[src/rtl/assert_macros.svh]
// Assertion macros shared by the RTL of the k-way merge block.
// Depends on nothing; the including module supplies clk and rst_n.
`ifndef ASSERT_MACROS_SVH
`define ASSERT_MACROS_SVH

// Property must hold at every clock edge outside reset.
`define KWM_ASSERT_CLK(name, prop, msg) \
    name: assert property (@(posedge clk) disable iff (!rst_n) (prop)) else $error(msg);

// Condition must never be seen at a clock edge outside reset.
`define KWM_ASSERT_NEVER(name, cond, msg) \
    name: assert property (@(posedge clk) disable iff (!rst_n) !(cond)) else $error(msg);

`endif

[src/rtl/kwm_pkg.sv]
// Package of the k-way sorted merge: defaults, command codes, sequencer
// states and the control bundle of the shared compare unit. No dependencies.
package kwm_pkg;

    localparam int NUM_LISTS_DEF   = 8;
    localparam int LIST_DEPTH_DEF  = 8;
    localparam int VALUE_WIDTH_DEF = 32;

    localparam int IN_VALUE_W  = 32;
    localparam int IN_LIST_W   = 3;
    localparam int IN_TDATA_W  = 40;
    localparam int OUT_TDATA_W = 32;

    localparam logic CMD_APPEND = 1'b0;
    localparam logic CMD_MERGE  = 1'b1;

    typedef enum logic [2:0] {
        ST_IDLE,
        ST_SCAN,
        ST_DRAIN,
        ST_EMIT,
        ST_EMPTY
    } kwm_state_t;

    typedef struct packed {
        logic clear;
        logic cand_valid;
    } kwm_cmp_ctrl_t;

endpackage

[src/rtl/kwm_min_unit.sv]
// Shared compare unit of the merge: keeps the smallest signed head seen
// during one scan and the list it came from. Depends on kwm_pkg.
module kwm_min_unit #(
    parameter int VALUE_WIDTH = kwm_pkg::VALUE_WIDTH_DEF,
    parameter int LIST_W      = 3
) (
    input  logic                      clk,
    input  logic                      rst_n,
    input  kwm_pkg::kwm_cmp_ctrl_t    ctrl,
    input  logic [VALUE_WIDTH-1:0]    cand_value,
    input  logic [LIST_W-1:0]         cand_list,
    output logic [VALUE_WIDTH-1:0]    best_value,
    output logic [LIST_W-1:0]         best_list,
    output logic                      best_found
);
    import kwm_pkg::*;

    logic                   found_reg;
    logic                   found_next;
    logic [VALUE_WIDTH-1:0] value_reg;
    logic [VALUE_WIDTH-1:0] value_next;
    logic [LIST_W-1:0]      list_reg;
    logic [LIST_W-1:0]      list_next;
    logic                   take;

    // strict less keeps the lowest list index on equal heads
    assign take = ctrl.cand_valid &&
                  (!found_reg || ($signed(cand_value) < $signed(value_reg)));

    always_comb
    begin
        found_next = found_reg;
        value_next = value_reg;
        list_next  = list_reg;
        if (ctrl.clear)
        begin
            found_next = 1'b0;
        end
        else if (take)
        begin
            found_next = 1'b1;
            value_next = cand_value;
            list_next  = cand_list;
        end
    end

    always_ff @(posedge clk or negedge rst_n)
    begin
        if (!rst_n)
        begin
            found_reg <= 1'b0;
        end
        else
        begin
            found_reg <= found_next;
        end
    end

    always_ff @(posedge clk)
    begin
        value_reg <= value_next;
        list_reg  <= list_next;
    end

    assign best_value = value_reg;
    assign best_list  = list_reg;
    assign best_found = found_reg;

endmodule

[src/rtl/k_way_sorted_merge.sv]
// Channel   | Dir | Accepted when      | Contents
// s_axis    | in  | s_tvalid&s_tready  | tuser: cmd; tdata: list_index, value
// m_axis    | out | m_tvalid&m_tready  | tdata: value_res; tlast: is_last;
//           |     |                    | tuser: empty_set, overflow
// For each stored element a merge does one element store read per list
// head through the shared compare unit, one drain and one emit. With nothing
// stored it emits one empty result. An output stall holds the merge.
// rst_n clears counts, read positions and the overflow flag; the element
// store itself is not cleared. s_tready is low while a merge runs.
// Top level of the k-way sorted merge: element store, counts, sequencer and
// output register. Depends on kwm_pkg, kwm_min_unit and assert_macros.svh.
`include "assert_macros.svh"

module k_way_sorted_merge #(
    parameter int NUM_LISTS   = kwm_pkg::NUM_LISTS_DEF,
    parameter int LIST_DEPTH  = kwm_pkg::LIST_DEPTH_DEF,
    parameter int VALUE_WIDTH = kwm_pkg::VALUE_WIDTH_DEF
) (
    input  logic                              clk,
    input  logic                              rst_n,
    input  logic                              s_tvalid,
    output logic                              s_tready,
    input  logic [kwm_pkg::IN_TDATA_W-1:0]    s_tdata,  // list_index[2:0], value[34:3], zero pad
    input  logic                              s_tuser,  // cmd
    output logic                              m_tvalid,
    input  logic                              m_tready,
    output logic [kwm_pkg::OUT_TDATA_W-1:0]   m_tdata,  // value_res[31:0]
    output logic                              m_tlast,
    output logic [1:0]                        m_tuser   // empty_set[0], overflow[1]
);
    import kwm_pkg::*;

    localparam int SLOTS  = NUM_LISTS * LIST_DEPTH;
    localparam int ADDR_W = $clog2(SLOTS);
    localparam int LW     = $clog2(NUM_LISTS);
    localparam int CW     = $clog2(LIST_DEPTH + 1);
    localparam int TW     = $clog2(SLOTS + 1);

    kwm_state_t state_reg, state_next;

    logic [CW-1:0]     cnt_reg [NUM_LISTS];
    logic [CW-1:0]     cnt_next [NUM_LISTS];
    logic [CW-1:0]     pos_reg [NUM_LISTS];
    logic [CW-1:0]     pos_next [NUM_LISTS];
    logic [TW-1:0]     total_reg, total_next;
    logic [TW-1:0]     emitted_reg, emitted_next;
    logic              dropped_reg, dropped_next;
    logic [LW-1:0]     scan_reg, scan_next;
    logic              rd_valid_reg, rd_valid_next;
    logic [LW-1:0]     rd_list_reg;

    logic [VALUE_WIDTH-1:0] store_mem [SLOTS];
    logic [VALUE_WIDTH-1:0] rd_data_reg;
    logic [VALUE_WIDTH-1:0] wr_value;
    logic [ADDR_W-1:0]      mem_addr;
    logic                   mem_we;

    logic                   m_tvalid_reg, m_tvalid_next;
    logic [OUT_TDATA_W-1:0] m_data_reg, m_data_next;
    logic                   m_last_reg, m_last_next;
    logic                   m_empty_reg, m_empty_next;
    logic                   m_ovf_reg, m_ovf_next;

    logic                   in_fire;
    logic                   in_cmd;
    logic [IN_LIST_W-1:0]   in_list;
    logic                   in_list_ok;
    logic [LW-1:0]          sel;
    logic [CW-1:0]          offs;
    logic                   out_free;
    logic                   emit_last;
    logic                   merge_done;

    kwm_cmp_ctrl_t          cmp_ctrl;
    logic [VALUE_WIDTH-1:0] best_value;
    logic [LW-1:0]          best_list;
    logic                   best_found;

    assign in_cmd     = s_tuser;
    assign in_list    = s_tdata[IN_LIST_W-1:0];
    assign wr_value   = VALUE_WIDTH'(s_tdata[IN_LIST_W +: IN_VALUE_W]);
    assign in_list_ok = (32'(in_list) < NUM_LISTS);
    assign s_tready   = (state_reg == ST_IDLE);
    assign in_fire    = s_tvalid && s_tready;
    assign out_free   = !m_tvalid_reg || m_tready;
    assign emit_last  = ((emitted_reg + TW'(1)) == total_reg);
    assign merge_done = (state_reg == ST_EMIT) && out_free && emit_last;

    // one list selection feeds counts, cursors and the store address
    assign sel  = (state_reg == ST_IDLE) ? LW'(in_list) : scan_reg;
    assign offs = (state_reg == ST_IDLE) ? cnt_reg[sel] : pos_reg[sel];
    assign mem_addr = ADDR_W'(ADDR_W'(sel) * ADDR_W'(LIST_DEPTH)) + ADDR_W'(offs);
    assign mem_we   = in_fire && (in_cmd == CMD_APPEND) && in_list_ok &&
                      (cnt_reg[sel] < CW'(LIST_DEPTH));

    assign cmp_ctrl.clear      = (state_reg == ST_SCAN) && (scan_reg == '0);
    assign cmp_ctrl.cand_valid = rd_valid_reg;

    kwm_min_unit #(
        .VALUE_WIDTH (VALUE_WIDTH),
        .LIST_W      (LW)
    ) u_min (
        .clk        (clk),
        .rst_n      (rst_n),
        .ctrl       (cmp_ctrl),
        .cand_value (rd_data_reg),
        .cand_list  (rd_list_reg),
        .best_value (best_value),
        .best_list  (best_list),
        .best_found (best_found)
    );

    always_comb
    begin
        state_next    = state_reg;
        cnt_next      = cnt_reg;
        pos_next      = pos_reg;
        total_next    = total_reg;
        emitted_next  = emitted_reg;
        dropped_next  = dropped_reg;
        scan_next     = scan_reg;
        rd_valid_next = 1'b0;
        m_tvalid_next = m_tvalid_reg && !m_tready;
        m_data_next   = m_data_reg;
        m_last_next   = m_last_reg;
        m_empty_next  = m_empty_reg;
        m_ovf_next    = m_ovf_reg;

        unique case (state_reg)
            ST_IDLE:
            begin
                if (in_fire)
                begin
                    if (in_cmd == CMD_MERGE)
                    begin
                        scan_next  = '0;
                        state_next = (total_reg == '0) ? ST_EMPTY : ST_SCAN;
                    end
                    else if (in_list_ok)
                    begin
                        if (mem_we)
                        begin
                            cnt_next[sel] = cnt_reg[sel] + CW'(1);
                            total_next    = total_reg + TW'(1);
                        end
                        else
                        begin
                            dropped_next = 1'b1;
                        end
                    end
                end
            end
            ST_SCAN:
            begin
                rd_valid_next = (pos_reg[sel] < cnt_reg[sel]);
                if (scan_reg == LW'(NUM_LISTS - 1))
                begin
                    state_next = ST_DRAIN;
                end
                else
                begin
                    scan_next = scan_reg + LW'(1);
                end
            end
            ST_DRAIN:
            begin
                state_next = ST_EMIT;
            end
            ST_EMIT:
            begin
                if (out_free)
                begin
                    m_tvalid_next = 1'b1;
                    m_data_next   = OUT_TDATA_W'(best_value);
                    m_last_next   = emit_last;
                    m_empty_next  = 1'b0;
                    m_ovf_next    = dropped_reg;
                    scan_next     = '0;
                    if (emit_last)
                    begin
                        for (int i = 0; i < NUM_LISTS; i++)
                        begin
                            cnt_next[i] = '0;
                            pos_next[i] = '0;
                        end
                        total_next   = '0;
                        emitted_next = '0;
                        dropped_next = 1'b0;
                        state_next   = ST_IDLE;
                    end
                    else
                    begin
                        pos_next[best_list] = pos_reg[best_list] + CW'(1);
                        emitted_next        = emitted_reg + TW'(1);
                        state_next          = ST_SCAN;
                    end
                end
            end
            ST_EMPTY:
            begin
                if (out_free)
                begin
                    m_tvalid_next = 1'b1;
                    m_data_next   = '0;
                    m_last_next   = 1'b1;
                    m_empty_next  = 1'b1;
                    m_ovf_next    = dropped_reg;
                    dropped_next  = 1'b0;
                    state_next    = ST_IDLE;
                end
            end
            default:
            begin
                state_next = ST_IDLE;
            end
        endcase
    end

    always_ff @(posedge clk or negedge rst_n)
    begin
        if (!rst_n)
        begin
            state_reg    <= ST_IDLE;
            for (int i = 0; i < NUM_LISTS; i++)
            begin
                cnt_reg[i] <= '0;
                pos_reg[i] <= '0;
            end
            total_reg    <= '0;
            emitted_reg  <= '0;
            dropped_reg  <= 1'b0;
            scan_reg     <= '0;
            rd_valid_reg <= 1'b0;
            m_tvalid_reg <= 1'b0;
        end
        else
        begin
            state_reg    <= state_next;
            cnt_reg      <= cnt_next;
            pos_reg      <= pos_next;
            total_reg    <= total_next;
            emitted_reg  <= emitted_next;
            dropped_reg  <= dropped_next;
            scan_reg     <= scan_next;
            rd_valid_reg <= rd_valid_next;
            m_tvalid_reg <= m_tvalid_next;
        end
    end

    // element store: one shared address for append writes and head reads
    always_ff @(posedge clk)
    begin
        if (mem_we)
        begin
            store_mem[mem_addr] <= wr_value;
        end
        rd_data_reg <= store_mem[mem_addr];
    end

    always_ff @(posedge clk)
    begin
        rd_list_reg <= sel;
        m_data_reg  <= m_data_next;
        m_last_reg  <= m_last_next;
        m_empty_reg <= m_empty_next;
        m_ovf_reg   <= m_ovf_next;
    end

    assign m_tvalid   = m_tvalid_reg;
    assign m_tdata    = m_data_reg;
    assign m_tlast    = m_last_reg;
    assign m_tuser[0] = m_empty_reg;
    assign m_tuser[1] = m_ovf_reg;

    `KWM_ASSERT_NEVER(a_emit_bound, emitted_reg > total_reg, "more results than stored values")
    `KWM_ASSERT_NEVER(a_emit_found, (state_reg == ST_EMIT) && !best_found, "emit without a head")
    `KWM_ASSERT_CLK(a_last_clears, merge_done |=> (total_reg == '0), "state not cleared")

endmodule

[config.mk]
export PLATFORM = sky130hd
export DESIGN_NAME = k_way_sorted_merge
export DESIGN_NICKNAME = d
export VERILOG_FILES = /design/src/rtl/kwm_pkg.sv /design/src/rtl/kwm_min_unit.sv /design/src/rtl/k_way_sorted_merge.sv
export VERILOG_INCLUDE_DIRS = /design/src /design/src/rtl
export SDC_FILE = /design/constraint.sdc
export NUM_CORES = 2
export LEC_CHECK = 0
export ABC_CLOCK_PERIOD_IN_PS = 9250
export BUFFER_PORTS_ARGS = -buffer_cell sky130_fd_sc_hd__buf_2
export CORE_UTILIZATION = 55
export DETAILED_ROUTE_END_ITERATION = 8
export GPL_TIMING_DRIVEN = 0
export PLACE_DENSITY_LB_ADDON = 0.3
export SETUP_SLACK_MARGIN = 0.15
export SLEW_MARGIN = 20
export SYNTH_ARGS = -nofsm -noshare
export SYNTH_HDL_FRONTEND = slang
export SYNTH_SLANG_ARGS = --single-unit
[constraint.sdc]
create_clock -name clk -period 9.25 [get_ports clk]
set_input_delay 0 -clock clk [delete_from_list [all_inputs] [get_ports clk]]
set_output_delay 0 -clock clk [all_outputs]
set_load 0.02 [all_outputs]
=== Word level (Yosys, flattened, before mapping) ===
Memory sizes are Yosys's and may differ from the RTL's. A register that Yosys moved wholly into a read port is not among the register bits.
Index checks and enable logic that the tools add are counted.

* Register bits after elaboration: 161
* RAM bits: 2048
* Bits of input ports: 45
* Output and inout bits: 37
* Memories: 1

{| class="wikitable"
|+ Memories
! name !! words !! width !! rd ports !! clocked after Yosys merged registers in !! wr ports !! line !! RTL
|-
| store_mem || 64 || 32 || 1 || 1 || 1 || k_way_sorted_merge.sv:52 || <nowiki>logic [VALUE_WIDTH-1:0] store_mem [SLOTS];</nowiki>
|}

* Add/sub/neg operators: 6
* Magnitude comparators: 7
* Equal/unequal tests: 16
* Mux-type cells: 64
* Bitwise logic cells: 4
* Reductions and logical operators: 30

{| class="wikitable"
|+ Operators with widths
! cell !! number
|-
| 2-to-1 mux 32 bit || 8
|-
| one-hot mux 32 bit (2 select lines) || 2
|-
| bitwise mux 32 bit || 2
|-
| 2-to-1 mux 7 bit || 6
|-
| binary-select mux 4 bit (select 3 bit) || 3
|-
| 2-to-1 mux 4 bit || 9
|-
| < comparator 32 bit || 1
|-
| 2-to-1 mux 3 bit || 10
|-
| demux 4 bit (select 3 bit) || 2
|-
| 2-to-1 mux 1 bit || 16
|-
| one-hot mux 3 bit (5 select lines) || 1
|-
| adder 7 x 1 -> 7 bit (second input constant) || 2
|-
| one-hot mux 7 bit (2 select lines) || 1
|-
| inequality test 2 bit (second input constant) || 6
|-
| AND reduction 5 bit || 2
|-
| one-hot mux 3 bit (3 select lines) || 1
|-
| adder 4 x 1 -> 4 bit (second input constant) || 2
|-
| greater-or-equal comparator 4 bit (second input constant) || 2
|-
| logical AND 1 bit || 8
|-
| < comparator 4 x 1 -> 1 bit (second input constant) || 2
|-
| inequality test 2 x 1 -> 1 bit (second input constant) || 4
|-
| inverter 3 -> 4 bit || 2
|-
| equality test 7 bit || 1
|-
| logical NOT 7 bit || 1
|-
| other kinds (20) || 33
|}

=== Longest topological paths before layout ===
* Word-level depth: 12
* Mapped depth: 19

=== By module ===
Synthesis repeated with hierarchy kept, for this count alone.

* Cell total of the unflattened synthesis: 5630
* Area, all modules: 90884.7 µm²

{| class="wikitable"
|+ By module, submodules not included
! module !! instances !! cells an instance !! area each (µm²) !! sequential area each (µm²)
|-
| k_way_sorted_merge || 1 || 5474 || 88997.9 || 65427.8
|-
| kwm_min_unit || 1 || 156 || 1886.8 || 1076.0
|}

=== Worst setup path before layout ===
No wires, ideal clock.

* Path type: reg2reg
* Start: register state_reg[2]
* End: memory store_mem[1][0] in the netlist's numbering (enable)
* Library setup time: 0.432 ns
* Arrival: 4.993 ns
* Data required time: 8.818 ns
* Slack: 3.825 ns
* Cell stages (with the launch flop): 14
* Buffers on the path: 2
* Clock period less this slack: 5.425 ns
* Path through: dfrtp_1 -> buf_2 -> or3_4 -> buf_6 -> a31oi_1 -> o22ai_1 -> or4_1 -> o21ai_0 -> ha_1 -> ha_1 -> xnor2_1 -> nor3_1 -> nand2_1 -> a21oi_1

* Cells in the longest elaborated chain, start to end: 10

{| class="wikitable"
|+ RTL lines
! element !! line !! RTL
|-
| start: declaration || k_way_sorted_merge.sv:39 || <nowiki>kwm_state_t state_reg, state_next;</nowiki>
|-
| start signal: assignment || k_way_sorted_merge.sv:238 || <nowiki>state_reg <= state_next;</nowiki>
|-
| logical NOT 3 bit * || k_way_sorted_merge.sv:83, k_way_sorted_merge.sv:90, k_way_sorted_merge.sv:91 ||
|-
| 2-to-1 mux 3 bit || k_way_sorted_merge.sv:90 || <nowiki>assign sel = (state_reg == ST_IDLE) ? LW'(in_list) : scan_reg;</nowiki>
|-
| inverter 3 -> 4 bit (not written as such) || k_way_sorted_merge.sv:91, k_way_sorted_merge.sv:94 ||
|-
| binary-select mux 4 bit (select 3 bit) || k_way_sorted_merge.sv:91, k_way_sorted_merge.sv:94 ||
|-
| 2-to-1 mux 4 bit (not written as such) (2 in series) || k_way_sorted_merge.sv:91, k_way_sorted_merge.sv:94 ||
|-
| < comparator 4 bit || k_way_sorted_merge.sv:94 || <nowiki>(cnt_reg[sel] < CW'(LIST_DEPTH));</nowiki>
|-
| logical AND 1 bit || k_way_sorted_merge.sv:93 || <nowiki>assign mem_we = in_fire && (in_cmd == CMD_APPEND) && in_list_ok &&</nowiki>
|-
| 2-to-1 mux 1 bit || k_way_sorted_merge.sv:253 || <nowiki>if (mem_we)</nowiki>
|-
| 2-to-1 mux 1 bit (not written as such) || k_way_sorted_merge.sv:255 || <nowiki>store_mem[mem_addr] <= wr_value;</nowiki>
|-
| end: declaration || k_way_sorted_merge.sv:52 ||
|}

Mark *: on every way between the ends. The rest lies on a longest branch, timed or not. The select of a mux whose other input is x is not followed.

=== Worst setup path after layout ===
* Start: register state_reg[2]
* End: register rd_data_reg[18], read port of store_mem

* Cells in the longest elaborated chain, start to end: 8

{| class="wikitable"
|+ RTL lines
! element !! line !! RTL
|-
| logical NOT 3 bit * || k_way_sorted_merge.sv:90, k_way_sorted_merge.sv:91 ||
|-
| 2-to-1 mux 3 bit || k_way_sorted_merge.sv:90 ||
|-
| inverter 3 -> 4 bit (not written as such) || k_way_sorted_merge.sv:91 || <nowiki>assign offs = (state_reg == ST_IDLE) ? cnt_reg[sel] : pos_reg[sel];</nowiki>
|-
| binary-select mux 4 bit (select 3 bit) || k_way_sorted_merge.sv:91 ||
|-
| 2-to-1 mux 4 bit (not written as such) (2 in series) || k_way_sorted_merge.sv:91 ||
|-
| 2-to-1 mux 4 bit || k_way_sorted_merge.sv:91 ||
|-
| adder 6 x 4 -> 6 bit * || k_way_sorted_merge.sv:92 || <nowiki>assign mem_addr = ADDR_W'(ADDR_W'(sel) * ADDR_W'(LIST_DEPTH)) + ADDR_W'(offs);</nowiki>
|-
| end: declaration || k_way_sorted_merge.sv:53 || <nowiki>logic [VALUE_WIDTH-1:0] rd_data_reg;</nowiki>
|}

Marked as above.
A chain may end at the register's enable or synchronous reset.

==> results.sh <==
export IMPL_cts_buffers_inserted=211
export IMPL_worstPathRequired_ps=10010
export IMPL_start_util=0.5548
export IMPL_cts_buffer_depth=3
export IMPL_area_growth_pct=15.55
export IMPL_chipWidth_um=393.7
export IMPL_netlist_area_leader_share=0.7538
export IMPL_cts_max_level=4
export IMPL_gr_total_overflow=0
export IMPL_dieArea_mm2=0.1550
export IMPL_netlist_top_cells_area="edfxtp_1 75%, a222oi_1 2.6%, a22oi_1 2.6%"
export IMPL_hold_start="m_tready"
export IMPL_synth_top_flop_cell="edfxtp_1"
export IMPL_regArea_mm2=0.06650
export IMPL_vias_per_cell=6.738
export IMPL_worst_pin_slew_ps=1238
export IMPL_rsz0062_at_grt="no"
export IMPL_num_nets_final=5490
export IMPL_multi_input_comb_area_mm2=0.01707
export IMPL_layout_common_cells="2118 x edfxtp_1, 452 x nand2_1, 296 x a22oi_1"
export IMPL_largest_reg_flops=2048
export IMPL_syn_area_mm2=0.08438
export IMPL_drc=0
export IMPL_synth_distinct_cells=78
export IMPL_hpwlAfterDp_um=163900
export IMPL_io_pins=82
export IMPL_status="completed"
export IMPL_setup_violations=0
export IMPL_netlist_instances=4962
export IMPL_grt_max_degree=78
export IMPL_relSlewSlack=0.1747
export IMPL_path_clk_slew_ps=60
export IMPL_yosys_area_top_type="edfxtp_1"
export IMPL_num_vias=51290
export IMPL_grt_usage=0.3161
export IMPL_drt_iter0_markers=8814
export IMPL_core_area_mm2=0.1521
export IMPL_slew_viol_final=0
export IMPL_drive_gt1_frac=0.1536
export IMPL_place_gp_congestion=1.001
export IMPL_avgSynthCellArea_um2=17.00
export IMPL_ys_warn_count=0
export IMPL_clk_latency_ps=870
export IMPL_timing_rr_start="state_reg[2]"
export IMPL_fin_crit_ps=6948
export IMPL_finClkSkew_ps=53.88
export IMPL_reg2reg_to="rd_data_reg[18]"
export IMPL_worst_setup_path_type="flop to flop"
export IMPL_fin_tns_setup_ps=0
export IMPL_grt_pass1_vias=49120
export IMPL_nFillCells=10340
export IMPL_crit_path_end_kind="flop"
export IMPL_crit_start="state_reg[2]"
export IMPL_fp_dieH_um=393.7
export IMPL_crit_path_max_fanout=10
export IMPL_hp_class="primary input to flop"
export IMPL_antenna_left=0
export IMPL_synth_edff_count=2118
export IMPL_final_hold_viol_count=0
export IMPL_fin_crit_sh=0.7511
export IMPL_wl_um=247700
export IMPL_tritoncts="done"
export IMPL_grt_pass1_wl_um=350700
export IMPL_fp_row_count=143
export IMPL_max_cap_violations=0
export IMPL_reg2reg_depth=17
export IMPL_drt_first_pass_iters=9
export IMPL_regMostFlops="store_mem"
export IMPL_cts_sinks=2241
export IMPL_timing_fmax_mhz=143.9
export IMPL_synth_nets=5051
export IMPL_clockRootBuffer="clkbuf_16"
export IMPL_antenna_found_initial=18
export IMPL_seq_area_frac_synth=0.7882
export IMPL_port_buffers=75
export IMPL_postCtsSetupRepairBufs=0
export IMPL_routedWlPerCell_um=32.55
export IMPL_worstPathArrival_ps=7700
export IMPL_final_common_cell="edfxtp_1"
export IMPL_critPathLaunchType="flop"
export IMPL_r2r_slack_ps=2300
export IMPL_crit_path_end="rd_data_reg[18]"
export IMPL_synth_seq_cells=2241
export IMPL_async_reset_ff_frac=0.03927
## metal layers
| layer | share of wire | wire [um] | track usage | vias up |
|---|---|---|---|---|
| li1 | - | - | - | 21260 |
| met1 | 0.37 | 91330 | 0.4400 | 25720 |
| met2 | 0.44 | 110100 | 0.4684 | 3758 |
| met3 | 0.14 | 33650 | 0.08461 | 541 |
| met4 | 0.051 | 12580 | 0.1465 | 16 |
| met5 | 0.00039 | 97 | 0 | - |
## logic make-up (layout without fill, tap and decap cells)
family,after synthesis,after routing,synth area share
xor gates and xnor gates,16,16,0.001661
other,0,9,0
muxes,217,217,0.02837
DFF,2241,2241,0.7882
and+or+nand+nor,812,812,0.04334
AOI/OAI and AO/OA,1280,1280,0.1139
buffers and inverters,352,963,0.01808
adders and majority gates,44,44,0.006525
## worst max-delay path, cell delays in order (launching register included)
cell      delay (ps)
dfrtp_1          340
buf_2            200
or3_4            160
clkinv_1         260
and3_1           290
a31oi_1          640
o22ai_1          160
or4_1            700
o21ai_0          350
ha_1             210
ha_1             200
xor2_1           640
nand3_1          640
clkbuf_1         460
a31oi_1          930
nor4_2           250
buf_6            240
nand4_1          200
## stage by stage
step                      instance area, um^2  setup WS, ps  hold WS [ps]  std cells    util
after floorplan                         84380          3825        -295.6       4962       -
after global placement                  87290         696.0         336.9       7067  0.5740
after detailed placement                90300          2495        -169.5       7176  0.5937
after CTS                               97390          2493        0.7512       7599  0.6404
after global routing                    97480          2115         136.6       7603  0.6409
final                                   97500          2302         108.0       7612  0.6411
## final cells by class
cell class,instances,area share
multi-input cells,2369,0.1751
well taps,2030,0.02605
flip-flops and latches,2241,0.6821
clock inverters,118,0.01143
clock buffers,267,0.05740
diodes,9,0.0002310
inverters,50,0.001925
plain buffers,302,0.01376
repair buffers,226,0.03201
## timing repair
action | 4_1_cts | 5_1_grt
hold endpoints to repair | 1896 | 256
hold buffers | 38 | 4
resized for setup | 0 | 0
## Yosys cell counts, types with 13 or more instances
master	number
a22oi_1	296
nor2b_1	14
a21oi_1	144
o21ai_0	130
nand4_1	40
buf_2	76
a21o_1	47
edfxtp_1	2118
nor4_1	32
nand2_1	452
nor2_1	143
buf_1	28
a31oi_1	163
ha_1	44
clkbuf_1	177
nand3_1	20
nor3_1	17
mux2i_1	54
a221o_1	59
a2bb2oi_1	30
mux2_2	160
dfrtp_1	88
o22ai_1	24
and3_1	19
a221oi_1	64
a222oi_1	223
a41oi_1	29
buf_4	13
dfxtp_1	35
inv_1	48
## worst min-delay path by stage
stage	to	depth (start not counted)
floorplan	cnt_reg[0]	0
global placement	state_reg[2]	3
detailed placement	pos_reg[14]	1
CTS	store_mem[36][5]	1
global route	store_mem[53][14]	2
finish	m_tvalid	4
Power is not shown: default switching activity piles up to over one toggle a cycle in this logic, so the estimate is an artifact.
